==> src/rc4_pkg.sv <==
`timescale 1ns / 1ps
// rc4_pkg: shared constants, types and sequencer states of the rc4 cipher unit
// no dependencies; imported by rc4_core and rc4_stream_cipher_unit

package rc4_pkg;

  localparam int unsigned BYTE_W        = 8;
  localparam int unsigned PERM_DEPTH    = 256;
  localparam int unsigned KEY_BYTES     = 16;
  localparam int unsigned MAX_KEY_BYTES = 16;
  localparam int unsigned KEY_LEN_W     = 5;
  localparam int unsigned KEY_IDX_W     = $clog2(KEY_BYTES);
  localparam int unsigned CFG_DATA_W    = 64;
  localparam int unsigned CFG_ADDR_W    = 5;

  localparam logic [KEY_LEN_W-1:0] KEY_LEN_RESET = KEY_LEN_W'(16);

  // register indexes, taken from paddr[4:3]
  localparam logic [1:0] REG_KEY_LOW  = 2'd0;
  localparam logic [1:0] REG_KEY_HIGH = 2'd1;
  localparam logic [1:0] REG_KEY_LEN  = 2'd2;

  typedef enum logic [3:0] {
    ST_IDLE,
    ST_INIT,
    ST_KSA_RD_J,
    ST_KSA_WR_J,
    ST_KSA_WR_K,
    ST_GEN_RD_I,
    ST_GEN_RD_J,
    ST_GEN_WR_J,
    ST_GEN_WR_I,
    ST_GEN_OUT
  } rc4_state_e;

  typedef struct packed {
    logic              start;
    logic              restart;
    logic [BYTE_W-1:0] data;
    logic              res_ready;
  } rc4_req_t;

  typedef struct packed {
    logic              ready;
    logic              res_valid;
    logic [BYTE_W-1:0] res_byte;
  } rc4_rsp_t;

endpackage

==> src/rc4_ram.sv <==
`timescale 1ns / 1ps
// rc4_ram: generic one-write one-read synchronous ram with registered read data
// no dependencies

module rc4_ram #(
  parameter int unsigned Width = 8,
  parameter int unsigned Depth = 256
) (
  input  logic                     clk_i,
  input  logic                     we_i,
  input  logic [$clog2(Depth)-1:0] waddr_i,
  input  logic [Width-1:0]         wdata_i,
  input  logic                     re_i,
  input  logic [$clog2(Depth)-1:0] raddr_i,
  output logic [Width-1:0]         rdata_o
);

  logic [Width-1:0] mem_q [Depth];
  logic [Width-1:0] rdata_q;

  always_ff @(posedge clk_i) begin
    if (we_i) begin
      mem_q[waddr_i] <= wdata_i;
    end
    if (re_i) begin
      rdata_q <= mem_q[raddr_i];
    end
  end

  assign rdata_o = rdata_q;

endmodule

==> src/rc4_core.sv <==
`timescale 1ns / 1ps
// rc4_core: sequencer for key schedule and keystream generation on the permutation ram
// depends on rc4_pkg and rc4_ram

module rc4_core import rc4_pkg::*; #(
  parameter int unsigned MaxKeyBytes = MAX_KEY_BYTES
) (
  input  logic                       clk_i,
  input  logic                       rst_ni,
  input  rc4_req_t                   req_i,
  input  logic [8*KEY_BYTES-1:0]     key_i,
  input  logic [KEY_LEN_W-1:0]       key_len_i,
  output rc4_rsp_t                   rsp_o
);

  localparam int unsigned AddrW = $clog2(PERM_DEPTH);
  localparam logic [AddrW-1:0] LastAddr = AddrW'(PERM_DEPTH - 1);

  rc4_state_e state_q, state_d;
  logic [AddrW-1:0]     k_q, k_d;
  logic [KEY_IDX_W-1:0] kk_q, kk_d;
  logic [KEY_LEN_W-1:0] len_q, len_d;
  logic [AddrW-1:0]     i_q, i_d, j_q, j_d;
  logic [BYTE_W-1:0]    si_q, si_d, sj_q, sj_d, data_q, data_d;
  logic                 done_q, done_d, fwd_q, fwd_d;

  logic                 ram_we, ram_re;
  logic [AddrW-1:0]     ram_waddr, ram_raddr;
  logic [BYTE_W-1:0]    ram_wdata, ram_rdata;

  logic [KEY_LEN_W-1:0] len_clamped;
  logic [BYTE_W-1:0]    key_byte;
  logic [AddrW-1:0]     t_addr;
  logic [BYTE_W-1:0]    ks_byte;

  rc4_ram #(
    .Width (BYTE_W),
    .Depth (PERM_DEPTH)
  ) u_perm_ram (
    .clk_i   (clk_i),
    .we_i    (ram_we),
    .waddr_i (ram_waddr),
    .wdata_i (ram_wdata),
    .re_i    (ram_re),
    .raddr_i (ram_raddr),
    .rdata_o (ram_rdata)
  );

  // length saturates into 1..MaxKeyBytes
  always_comb begin
    len_clamped = key_len_i;
    if (key_len_i == '0) begin
      len_clamped = KEY_LEN_W'(1);
    end else if (key_len_i > KEY_LEN_W'(MaxKeyBytes)) begin
      len_clamped = KEY_LEN_W'(MaxKeyBytes);
    end
  end

  assign key_byte = key_i[kk_q*8 +: 8];
  assign t_addr   = AddrW'(si_q + sj_q);
  assign ks_byte  = fwd_q ? sj_q : ram_rdata;

  always_ff @(posedge clk_i or negedge rst_ni) begin
    if (!rst_ni) begin
      state_q <= ST_IDLE;
      i_q     <= '0;
      j_q     <= '0;
      done_q  <= 1'b0;
    end else begin
      state_q <= state_d;
      i_q     <= i_d;
      j_q     <= j_d;
      done_q  <= done_d;
    end
  end

  always_ff @(posedge clk_i) begin
    k_q    <= k_d;
    kk_q   <= kk_d;
    len_q  <= len_d;
    si_q   <= si_d;
    sj_q   <= sj_d;
    data_q <= data_d;
    fwd_q  <= fwd_d;
  end

  always_comb begin
    state_d   = state_q;
    k_d       = k_q;
    kk_d      = kk_q;
    len_d     = len_q;
    i_d       = i_q;
    j_d       = j_q;
    si_d      = si_q;
    sj_d      = sj_q;
    data_d    = data_q;
    done_d    = done_q;
    fwd_d     = fwd_q;
    ram_we    = 1'b0;
    ram_waddr = k_q;
    ram_wdata = sj_q;
    ram_re    = 1'b0;
    ram_raddr = k_q;
    rsp_o.ready     = 1'b0;
    rsp_o.res_valid = 1'b0;
    rsp_o.res_byte  = data_q ^ ks_byte;

    case (state_q)
      ST_IDLE: begin
        rsp_o.ready = 1'b1;
        if (req_i.start) begin
          data_d = req_i.data;
          if (req_i.restart || !done_q) begin
            k_d     = '0;
            len_d   = len_clamped;
            state_d = ST_INIT;
          end else begin
            ram_re    = 1'b1;
            ram_raddr = i_q + 1'b1;
            i_d       = i_q + 1'b1;
            state_d   = ST_GEN_RD_J;
          end
        end
      end
      // identity fill, one entry a cycle
      ST_INIT: begin
        ram_we    = 1'b1;
        ram_waddr = k_q;
        ram_wdata = BYTE_W'(k_q);
        k_d       = k_q + 1'b1;
        if (k_q == LastAddr) begin
          ram_re    = 1'b1;
          ram_raddr = '0;
          kk_d      = '0;
          j_d       = '0;
          state_d   = ST_KSA_RD_J;
        end
      end
      ST_KSA_RD_J: begin
        si_d      = ram_rdata;
        j_d       = AddrW'(j_q + ram_rdata + key_byte);
        ram_re    = 1'b1;
        ram_raddr = AddrW'(j_q + ram_rdata + key_byte);
        state_d   = ST_KSA_WR_J;
      end
      ST_KSA_WR_J: begin
        ram_we    = 1'b1;
        ram_waddr = j_q;
        ram_wdata = si_q;
        sj_d      = ram_rdata;
        state_d   = ST_KSA_WR_K;
      end
      // write back S[k] and, unless k is the last entry, fetch S[k+1] in the same cycle
      ST_KSA_WR_K: begin
        ram_we    = 1'b1;
        ram_waddr = k_q;
        ram_wdata = sj_q;
        k_d       = k_q + 1'b1;
        if ((KEY_LEN_W'(kk_q) + 1'b1) == len_q) begin
          kk_d = '0;
        end else begin
          kk_d = kk_q + 1'b1;
        end
        if (k_q == LastAddr) begin
          i_d     = '0;
          j_d     = '0;
          done_d  = 1'b1;
          state_d = ST_GEN_RD_I;
        end else begin
          ram_re    = 1'b1;
          ram_raddr = k_q + 1'b1;
          state_d   = ST_KSA_RD_J;
        end
      end
      ST_GEN_RD_I: begin
        ram_re    = 1'b1;
        ram_raddr = i_q + 1'b1;
        i_d       = i_q + 1'b1;
        state_d   = ST_GEN_RD_J;
      end
      ST_GEN_RD_J: begin
        si_d      = ram_rdata;
        j_d       = AddrW'(j_q + ram_rdata);
        ram_re    = 1'b1;
        ram_raddr = AddrW'(j_q + ram_rdata);
        state_d   = ST_GEN_WR_J;
      end
      ST_GEN_WR_J: begin
        ram_we    = 1'b1;
        ram_waddr = j_q;
        ram_wdata = si_q;
        sj_d      = ram_rdata;
        state_d   = ST_GEN_WR_I;
      end
      // S[t] is read while S[i] is written; t == i takes the forwarded value
      ST_GEN_WR_I: begin
        ram_we    = 1'b1;
        ram_waddr = i_q;
        ram_wdata = sj_q;
        ram_re    = 1'b1;
        ram_raddr = t_addr;
        fwd_d     = (t_addr == i_q);
        state_d   = ST_GEN_OUT;
      end
      ST_GEN_OUT: begin
        if (req_i.res_ready) begin
          rsp_o.res_valid = 1'b1;
          state_d         = ST_IDLE;
        end
      end
      default: begin
        state_d = ST_IDLE;
      end
    endcase
  end

endmodule

==> src/rc4_stream_cipher_unit.sv <==
`timescale 1ns / 1ps
// rc4_stream_cipher_unit: top level with apb key registers, stream ports and output register
// depends on rc4_pkg, rc4_core and rc4_ram

// usage:
//   s_axis carries one input word per byte: tdata is the byte to combine, tuser the
//   restart flag. m_axis returns one word per input word, tdata = byte xor keystream,
//   in order. encryption and decryption are the same operation.
//   key bytes and key length are set over the apb port (64-bit data, registers at
//   byte addresses 0, 8, 16) while the unit is idle; a new key is used at the next
//   restart or at the first word after reset.
// sequence:
//   a word without restart goes from acceptance through gen_rd_j, gen_wr_j, gen_wr_i
//   and gen_out, waiting there while the output register is full, before the next
//   word is accepted: the permutation ram has one read and one write port, and each
//   byte needs three reads and two writes through it. a word with restart, and the
//   first word after reset, first runs an identity fill of 256 entries, then 256 key
//   schedule steps through ksa_rd_j, ksa_wr_j and ksa_wr_k, and gen_rd_i to start.
// reset:
//   indices clear, the key registers return to zero with length 16, and the next
//   word runs the key schedule first; the ram contents are not cleared.
// stall:
//   the result sits in an output register; while it is not taken the core holds
//   its finished result and s_axis_tready_o stays low once the core is busy.

module rc4_stream_cipher_unit import rc4_pkg::*; #(
  parameter int unsigned MaxKeyBytes = MAX_KEY_BYTES
) (
  input  logic                  clk_i,
  input  logic                  rst_ni,
  // input stream
  input  logic                  s_axis_tvalid_i,
  output logic                  s_axis_tready_o,
  input  logic [BYTE_W-1:0]     s_axis_tdata_i,  // [7:0] data_byte
  input  logic                  s_axis_tuser_i,  // [0] restart
  // output stream
  output logic                  m_axis_tvalid_o,
  input  logic                  m_axis_tready_i,
  output logic [BYTE_W-1:0]     m_axis_tdata_o,  // [7:0] out_byte
  // configuration
  input  logic                  psel_i,
  input  logic                  penable_i,
  input  logic                  pwrite_i,
  input  logic [CFG_ADDR_W-1:0] paddr_i,
  input  logic [CFG_DATA_W-1:0] pwdata_i,
  output logic [CFG_DATA_W-1:0] prdata_o,
  output logic                  pready_o
);

  logic [CFG_DATA_W-1:0] key_low_q, key_high_q;
  logic [KEY_LEN_W-1:0]  key_len_q;
  logic                  cfg_wr;
  logic [1:0]            cfg_idx;

  logic                  out_valid_q;
  logic [BYTE_W-1:0]     out_byte_q;
  logic                  out_free;

  rc4_req_t core_req;
  rc4_rsp_t core_rsp;

  // apb registers, write on the access phase
  assign pready_o = 1'b1;
  assign cfg_wr   = psel_i && penable_i && pwrite_i && pready_o;
  assign cfg_idx  = paddr_i[4:3];

  always_ff @(posedge clk_i or negedge rst_ni) begin
    if (!rst_ni) begin
      key_low_q  <= '0;
      key_high_q <= '0;
      key_len_q  <= KEY_LEN_RESET;
    end else if (cfg_wr) begin
      case (cfg_idx)
        REG_KEY_LOW:  key_low_q  <= pwdata_i;
        REG_KEY_HIGH: key_high_q <= pwdata_i;
        REG_KEY_LEN:  key_len_q  <= pwdata_i[KEY_LEN_W-1:0];
        default: ;
      endcase
    end
  end

  always_comb begin
    case (cfg_idx)
      REG_KEY_LOW:  prdata_o = key_low_q;
      REG_KEY_HIGH: prdata_o = key_high_q;
      REG_KEY_LEN:  prdata_o = CFG_DATA_W'(key_len_q);
      default:      prdata_o = '0;
    endcase
  end

  // core hookup
  assign s_axis_tready_o    = core_rsp.ready;
  assign core_req.start     = s_axis_tvalid_i && core_rsp.ready;
  assign core_req.restart   = s_axis_tuser_i;
  assign core_req.data      = s_axis_tdata_i;
  assign core_req.res_ready = out_free;

  rc4_core #(
    .MaxKeyBytes (MaxKeyBytes)
  ) u_core (
    .clk_i     (clk_i),
    .rst_ni    (rst_ni),
    .req_i     (core_req),
    .key_i     ({key_high_q, key_low_q}),
    .key_len_i (key_len_q),
    .rsp_o     (core_rsp)
  );

  // output register; loads whenever it is empty or being drained
  assign out_free = !out_valid_q || m_axis_tready_i;

  always_ff @(posedge clk_i or negedge rst_ni) begin
    if (!rst_ni) begin
      out_valid_q <= 1'b0;
    end else if (out_free) begin
      out_valid_q <= core_rsp.res_valid;
    end
  end

  always_ff @(posedge clk_i) begin
    if (out_free && core_rsp.res_valid) begin
      out_byte_q <= core_rsp.res_byte;
    end
  end

  assign m_axis_tvalid_o = out_valid_q;
  assign m_axis_tdata_o  = out_byte_q;

`ifndef SYNTH
  // the core only hands over a result when the output register can take it
  a_res_fits: assert property (@(posedge clk_i) disable iff (!rst_ni)
    core_rsp.res_valid |-> out_free)
    else $error("result offered while output register is full");

  // an accepted word makes the unit busy in the next cycle
  a_busy_after_accept: assert property (@(posedge clk_i) disable iff (!rst_ni)
    (s_axis_tvalid_i && s_axis_tready_o) |=> !s_axis_tready_o)
    else $error("input accepted on consecutive cycles");

  // a handed-over result shows on the output in the next cycle
  a_res_shows: assert property (@(posedge clk_i) disable iff (!rst_ni)
    core_rsp.res_valid |=> m_axis_tvalid_o)
    else $error("result lost between core and output register");

  // the core is never idle and holding a result at once
  a_idle_no_result: assert property (@(posedge clk_i) disable iff (!rst_ni)
    core_rsp.ready |-> !core_rsp.res_valid)
    else $error("core idle while presenting a result");
`endif

endmodule
==> config.mk <==
export PLATFORM = sky130hd
export DESIGN_NAME = rc4_stream_cipher_unit
export DESIGN_NICKNAME = d
export VERILOG_FILES = /design/src/rc4_pkg.sv /design/src/rc4_ram.sv /design/src/rc4_core.sv /design/src/rc4_stream_cipher_unit.sv
export SDC_FILE = /design/constraint.sdc
export NUM_CORES = 2
export LEC_CHECK = 0
export BUFFER_PORTS_ARGS = -buffer_cell sky130_fd_sc_hd__buf_2
export CELL_PAD_IN_SITES_DETAIL_PLACEMENT = 1
export CELL_PAD_IN_SITES_GLOBAL_PLACEMENT = 1
export CORE_AREA = 2 2 473 475
export DETAILED_ROUTE_END_ITERATION = 8
export DIE_AREA = 0 0 475 477
export PLACE_DENSITY_LB_ADDON = 0.1
export REMOVE_ABC_BUFFERS = 1
export SLEW_MARGIN = 10
export SYNTH_ARGS = -nofsm -noshare
export SYNTH_HDL_FRONTEND = slang
export SYNTH_SLANG_ARGS = --single-unit
==> constraint.sdc <==
create_clock -name clk_i -period 5.3 [get_ports clk_i]
set_input_delay 1.06 -clock clk_i [delete_from_list [all_inputs] [get_ports clk_i]]
set_output_delay 1.06 -clock clk_i [all_outputs]
set_load 0.02 [all_outputs]
# [Word-level counts from Yosys, hierarchy flattened]
# Memories as Yosys holds them, arrays and structs flattened. A register that Yosys moved wholly into a read port is not among the register bits.
# Index checks and enable logic that the tools add are counted.
[word_totals] regBits=205 latchBits=0 ram_bits=2048 rom_bits=0 inputBits=85 output_inout_bits=75 wordCells=119 memories=1
[op_classes] n_addsub=7 n_mul=0 div_mod_pow=0 magnitude_cmp=1 eq_ne=21 n_shift=1 mux=38 n_bitwise=1 reduce_logical=32
[mem_list] memory="u_core.u_perm_ram.mem_q" words=256 word_bits=8 read_ports=1 rd_ports_with_merged_regs=1 write_ports=1 line="rc4_ram.sv:18" rtl="logic [Width-1:0] mem_q [Depth];"
[op_table] cell="one-hot mux 64 bit (3 select lines)" n=1
[op_table] cell="indexed part select 128 x 8 -> 8 bit" n=1
[op_table] cell="2-to-1 mux 8 bit" n=10
[op_table] cell="one-hot mux 8 bit (7 select lines)" n=1
[op_table] cell="one-hot mux 8 bit (2 select lines)" n=3
[op_table] cell="one-hot mux 8 bit (3 select lines)" n=2
[op_table] cell="one-hot mux 4 bit (10 select lines)" n=1
[op_table] cell="adder 8 bit" n=3
[op_table] cell="2-to-1 mux 4 bit" n=5
[op_table] cell="adder 8 x 1 -> 8 bit, second input constant" n=2
[op_table] cell="equality test 4 x 3 -> 1 bit, second input constant" n=4
[op_table] cell="AND reduction 2 bit" n=7
[op_table] cell="2-to-1 mux 1 bit" n=10
[op_table] cell="AND reduction 3 bit" n=3
[op_table] cell="equality test 4 x 2 -> 1 bit, second input constant" n=2
[op_table] cell="equality test 4 bit, second input constant" n=2
[op_table] cell="equality test 8 bit" n=1
[op_table] cell="equality test 8 bit, second input constant" n=1
[op_table] cell="inequality test 2 x 1 -> 1 bit, second input constant" n=4
[op_table] cell="one-hot mux 4 bit (2 select lines)" n=1
[op_table] cell="OR reduction 2 bit" n=4
[op_table] cell="XOR 8 bit" n=1
[op_table] cell="2-to-1 mux 3 bit" n=2
[op_table] cell="inequality test 2 bit, second input constant" n=3
[op_table] cell="20 further kinds" n=27

# [Depth between registers and ports, before layout]
[logic_depth] word_depth=5 ltp_mapped=26 depth_no_buf=18

# [By module]
# From an unflattened synthesis, not the netlist that was laid out.
[hier_totals] cells_unflattened=4816 hier_area_um2=92135.9
[by_module_without_submodules] module="rc4_ram" n_inst=1 cells_per_inst=3733 area_each_um2=79636.4 seq_area_each_um2=61739.2
[by_module_without_submodules] module="rc4_stream_cipher_unit" n_inst=1 cells_per_inst=447 area_each_um2=6536.3 seq_area_each_um2=3594.7
[by_module_without_submodules] module="rc4_core" n_inst=1 cells_per_inst=636 area_each_um2=5963.2 seq_area_each_um2=1786.7

# [Least setup slack after synthesis]
# Ideal clock, no wire load.
[synth_timing] kind="register -> register" from="reg u_core.state_q[1]" to="mem u_core.u_perm_ram.mem_q[0][0] (data pin)" setup_time_ns=0.820 arrival_time_ns=4.955 required_time_ns=4.480 setup_slack_ns=-0.476 path_stages_with_launch=9 n_path_buf=4 period_less_slack_ns=5.776 path_cell_list="dfrtp_1 > buf_2 > buf_2 > nand2_1 > nor2_1 > clkbuf_1 > buf_1 > a22oi_1 > nand2_1"
[synth_between] elab_chain_cells=3 word_cells_on_any_way=5 classes_between="eq/ne (3); mux (1); reduce/logical (1)"
[synth_rtl] element="start: declaration" line="rc4_core.sv:19" rtl="rc4_state_e state_q, state_d;"
[synth_rtl] element="start signal: assignment" line="rc4_core.sv:70" rtl="state_q <= state_d;"
[synth_rtl] element="equality test 4 x 2 -> 1 bit / equality test 4 x 3 -> 1 bit (equally long branches)" line="rc4_core.sv:108" rtl="case (state_q)"
[synth_rtl] element="OR reduction 2 bit (no source line)"
[synth_rtl] element="one-hot mux 8 bit (2 select lines) (*)" line="rc4_core.sv:108"
[synth_rtl] element="net u_core.ram_wdata[0]" line="rc4_core.sv:29" rtl="logic [BYTE_W-1:0] ram_wdata, ram_rdata;"
[synth_rtl] element="end: declaration" line="rc4_ram.sv:18"
# Mark *: on every way through the listed nets, which the timed path passes. The rest lies on a longest branch.

# [Final worst setup path]
[layout_timing] from="reg u_core.kk_q[0]" to="reg u_core.u_perm_ram.rdata_q[6] (netlist: u_core.u_perm_ram.rdata_o[6]), read port of u_core.u_perm_ram.mem_q (data pin)"
[layout_between] elab_chain_cells=3
[layout_rtl] element="start: declaration" line="rc4_core.sv:21" rtl="logic [KEY_IDX_W-1:0] kk_q, kk_d;"
[layout_rtl] element="start signal: assignment" line="rc4_core.sv:79" rtl="kk_q <= kk_d;"
[layout_rtl] element="indexed part select 128 x 8 -> 8 bit" line="rc4_core.sv:59" rtl="assign key_byte = key_i[kk_q*8 +: 8];"
[layout_rtl] element="adder 8 bit" line="rc4_core.sv:143" rtl="ram_raddr = AddrW'(j_q + ram_rdata + key_byte);"
[layout_rtl] element="one-hot mux 8 bit (7 select lines)" line="rc4_core.sv:108"
[layout_rtl] element="end: declaration" line="rc4_ram.sv:19" rtl="logic [Width-1:0] rdata_q;"
# No other way between the ends.
# A chain may end at the register's enable or synchronous reset.

==> out/metrics.yaml <==
critical_path:
  timing.rr.start: "u_core.kk_q[0]$_SDFFCE_PP0P_"
  critPathLaunchType: "register"
  path_common_cell: "buf_4"
  path_cells: "buf_6 -> buf_8 -> mux2i_4 -> a221oi_4 -> a22oi_2 -> nand2_2 -> ha_4 -> inv_2 -> fa_2 -> xnor2_2 -> a22o_1 -> nor3_4 -> a21o_4 -> buf_16 -> buf_4 -> nand2_1 -> a21oi_2 -> nor3_1 -> buf_4 -> or4_4 -> nand4_1 -> a21oi_4 -> buf_4 -> nor4b_2"
  cp_max_fo: 12
  cp_num_buf_inv: 7
  worstSetupEndpointType: "register"
  crit_family: "simple AND/OR/NAND/NOR gates"
  cp.arrival_ns: 6.07
  rrSetupSlack_ns: -0.03
  r2r-end: "u_core.u_perm_ram.rdata_o[6]$_DFFE_PP_"
  critical_path_required_ns: 6.04
  path_class: "reg -> reg"
  crit_slowest_cell: "or4_4"
  max_stage_delay_ns: 0.58
  reg2reg_depth: 24
detailed_routing:
  drtPass1Iterations: 8
  vias: 68400
  drc: 0
  drtAntennaViolNets: 0
  wl_per_cell_um: 31.1
  via_per_inst: 5.95
  finalWirelength_mm: 357
  drtIter0Drc: 8329
synth:
  ys_top_cells_by_count: "2106 x edfxtp_1, 1639 x nand2_1, 656 x nand3_1"
  yosysMostFrequentCell: "edfxtp_1"
  synthTopCellsByArea: "edfxtp_1 67%, nand2_1 6.5%, dfrtp_1 4.1%"
  synth.avg_cell_area_um2: 13.1
  synth-edff-count: 2106
  yosysWarnings: 0
  ys_ff_latch: 2261
  synth_top_flop_cell: "edfxtp_1"
  synth_top_area_share_pct: 66.8
  syn_area_um2: 94700
  synth_area_leader_cell: "edfxtp_1"
  async_flop_share_pct: 6.86
  synth_cell_types: 87
  syn_inst: 7211
  seq_area_frac_synth_pct: 70.9
finish:
  fin_nets: 8434
  final_util_pct: 53.3
  n_fill_cell: 22000
  synthToLayoutAreaGrowth_pct: 24.6
  drive_above_1_share_pct: 25.7
floorplanning:
  die_w_um: 475
  core_um2: 221000
  ios: 160
  fp-row-count: 173
  die_y_um: 477
  initial_core_util_pct: 42.8
  die_area_um2: 227000
global_routing:
  grt_use_total_pct: 30.8
  grt_pass1_wl_mm: 502
  grt_start_max_net_pins: 112
  antenna_found_initial: 26
  grt_pass1_vias: 68300
  overflow: 0
sta:
  rsz0062_at_grt: "true"
  finalCritPeriodShare_pct: 101
  slew-limit-headroom_pct: 26.9
  fin_ws_ns: -0.0323
  min_period_ns: 5.33
  worst_slew_pin_slew_ns: 1.08
  finClkSkew_ns: 0.0533
  max_freq_mhz: 188
  setup_viol: 2
  finalMaxSlewViolations: 0
  hold_viol: 0
cts:
  clk_pin_slew_ns: 0.06
  cts-buffers-inserted: 238
  root_buffer: "clkbuf_16"
  insertion_delay_ns: 0.92
  cts_hold_buf: 0
  cts_tree: "yes"
  cts_htree_levels: 4
  clkSinkCount: 2261
  cts_buffer_depth: 3
worst_hold_path:
  hold_class: "in -> async"
outcome:
  violations: "negative setup slack"
  outcome: "finished, violations left"
place:
  dp_hpwl_mm: 234
  gp_congestion: 0.920
  port_buffers: 155
run:
  max_cap_viol_count: 0
## worst max-delay path by stage
stage	startpoint	to	slack (ns)	cells past startpoint
finish	u_core.kk_q[0]$_SDFFCE_PP0P_	u_core.u_perm_ram.rdata_o[6]$_DFFE_PP_	-0.03	24
global route	u_core.kk_q[0]$_SDFFCE_PP0P_	u_core.u_perm_ram.rdata_o[6]$_DFFE_PP_	-0.15	25
CTS	u_core.kk_q[0]$_SDFFCE_PP0P_	u_core.u_perm_ram.rdata_o[1]$_DFFE_PP_	-0.06	22
detailed placement	u_core.kk_q[0]$_SDFFCE_PP0P_	u_core.u_perm_ram.rdata_o[4]$_DFFE_PP_	-0.60	18
global placement	u_core.kk_q[0]$_SDFFCE_PP0P_	u_core.u_perm_ram.rdata_o[3]$_DFFE_PP_	-0.59	22
floorplan	u_core.kk_q[0]$_SDFFCE_PP0P_	u_core.u_perm_ram.rdata_o[2]$_DFFE_PP_	-22.05	17
## cells in the final DEF (no fill, tap or decap), types with 56 or more instances in the layout
master / netlist / final
buf_4: 20 / 983
edfxtp_1: 2106 / 2106
a31oi_1: 185 / 166
mux2i_1: 182 / 178
and3_1: 197 / 192
nor2_1: 396 / 379
buf_2: 236 / 153
clkbuf_16: 0 / 250
nand3_1: 656 / 645
dfrtp_1: 154 / 154
a21oi_1: 153 / 130
o21ai_0: 75 / 58
nand2_1: 1639 / 1619
clkbuf_1: 185 / 56
a211oi_1: 122 / 92
buf_12: 0 / 145
mux4_2: 69 / 69
mux2_2: 139 / 137
clkinv_1: 1 / 59
## registers in the layout, indices dropped and copies added (netlist names)
register,cells
u_core.u_perm_ram.mem_q,2048
key_high_q,64
key_low_q,64
m_axis_tdata_o,8
u_core.data_q,8
u_core.i_q,8
u_core.j_q,8
u_core.k_q,8
u_core.si_q,8
u_core.sj_q,8
u_core.u_perm_ram.rdata_o,8
key_len_q,5
u_core.len_q,5
u_core.kk_q,4
u_core.state_q,4
m_axis_tvalid_o,1
u_core.done_q,1
u_core.fwd_q,1
## cell type report
cell class | instances | area, um2 | share of cell area, %
Clock inverter | 136 | 1380 | 1.17
Inverter | 19 | 71.3 | 0.0604
Antenna cell | 10 | 25.0 | 0.0212
Tap cell | 2975 | 3720 | 3.15
Multi-Input combinational cell | 4436 | 27100 | 22.9
Timing Repair Buffer | 1363 | 12400 | 10.5
Clock buffer | 300 | 6270 | 5.31
Sequential cell | 2261 | 67100 | 56.9
## metrics by stage
step	instances	instance area [um2]	setup TNS (ns)	hold WS, ns	worst slack [ns]
after floorplan	6715	92400	-1622.53	0.473	-22.05
after global placement	11000	107000	-3.65	0.497	-0.587
after detailed placement	11000	107000	-3.72	0.501	-0.599
after CTS	11400	116000	-0.0682	0.130	-0.0600
after global routing	11500	118000	-0.713	0.182	-0.147
final	11500	118000	-0.0452	0.164	-0.0323
## kinds of logic after synthesis
logic type / synth area share, %
compound gates: 6.33
xor+xnor: 0.435
fa+ha+maj: 0.420
buf+inv: 2.49
flops: 70.9
mux: 5.23
other cells: 0.00396
simple gates: 14.2
## per-layer routing
metal / up-vias / wire, um / GRT usage, %
li1: 29200 / - / -
met2: 3174 / 165000 / 48.1
met5: - / 73 / 0
met4: 12 / 13900 / 11.5
met3: 626 / 32700 / 5.65
met1: 35400 / 145000 / 42.9
## timing repair
action / in CTS / in global routing
cloned: 7 / 10
endpoints found under the setup margin: 8 / 8
endpoints found under the hold margin: 0 / 0
pin swaps: 53 / 109
buffers inserted: 36 / 49
resized for setup: 138 / 280
Power is left out: the tool's default activity adds up to more than one toggle a clock period on the data nets, which glitch-free logic cannot reach.
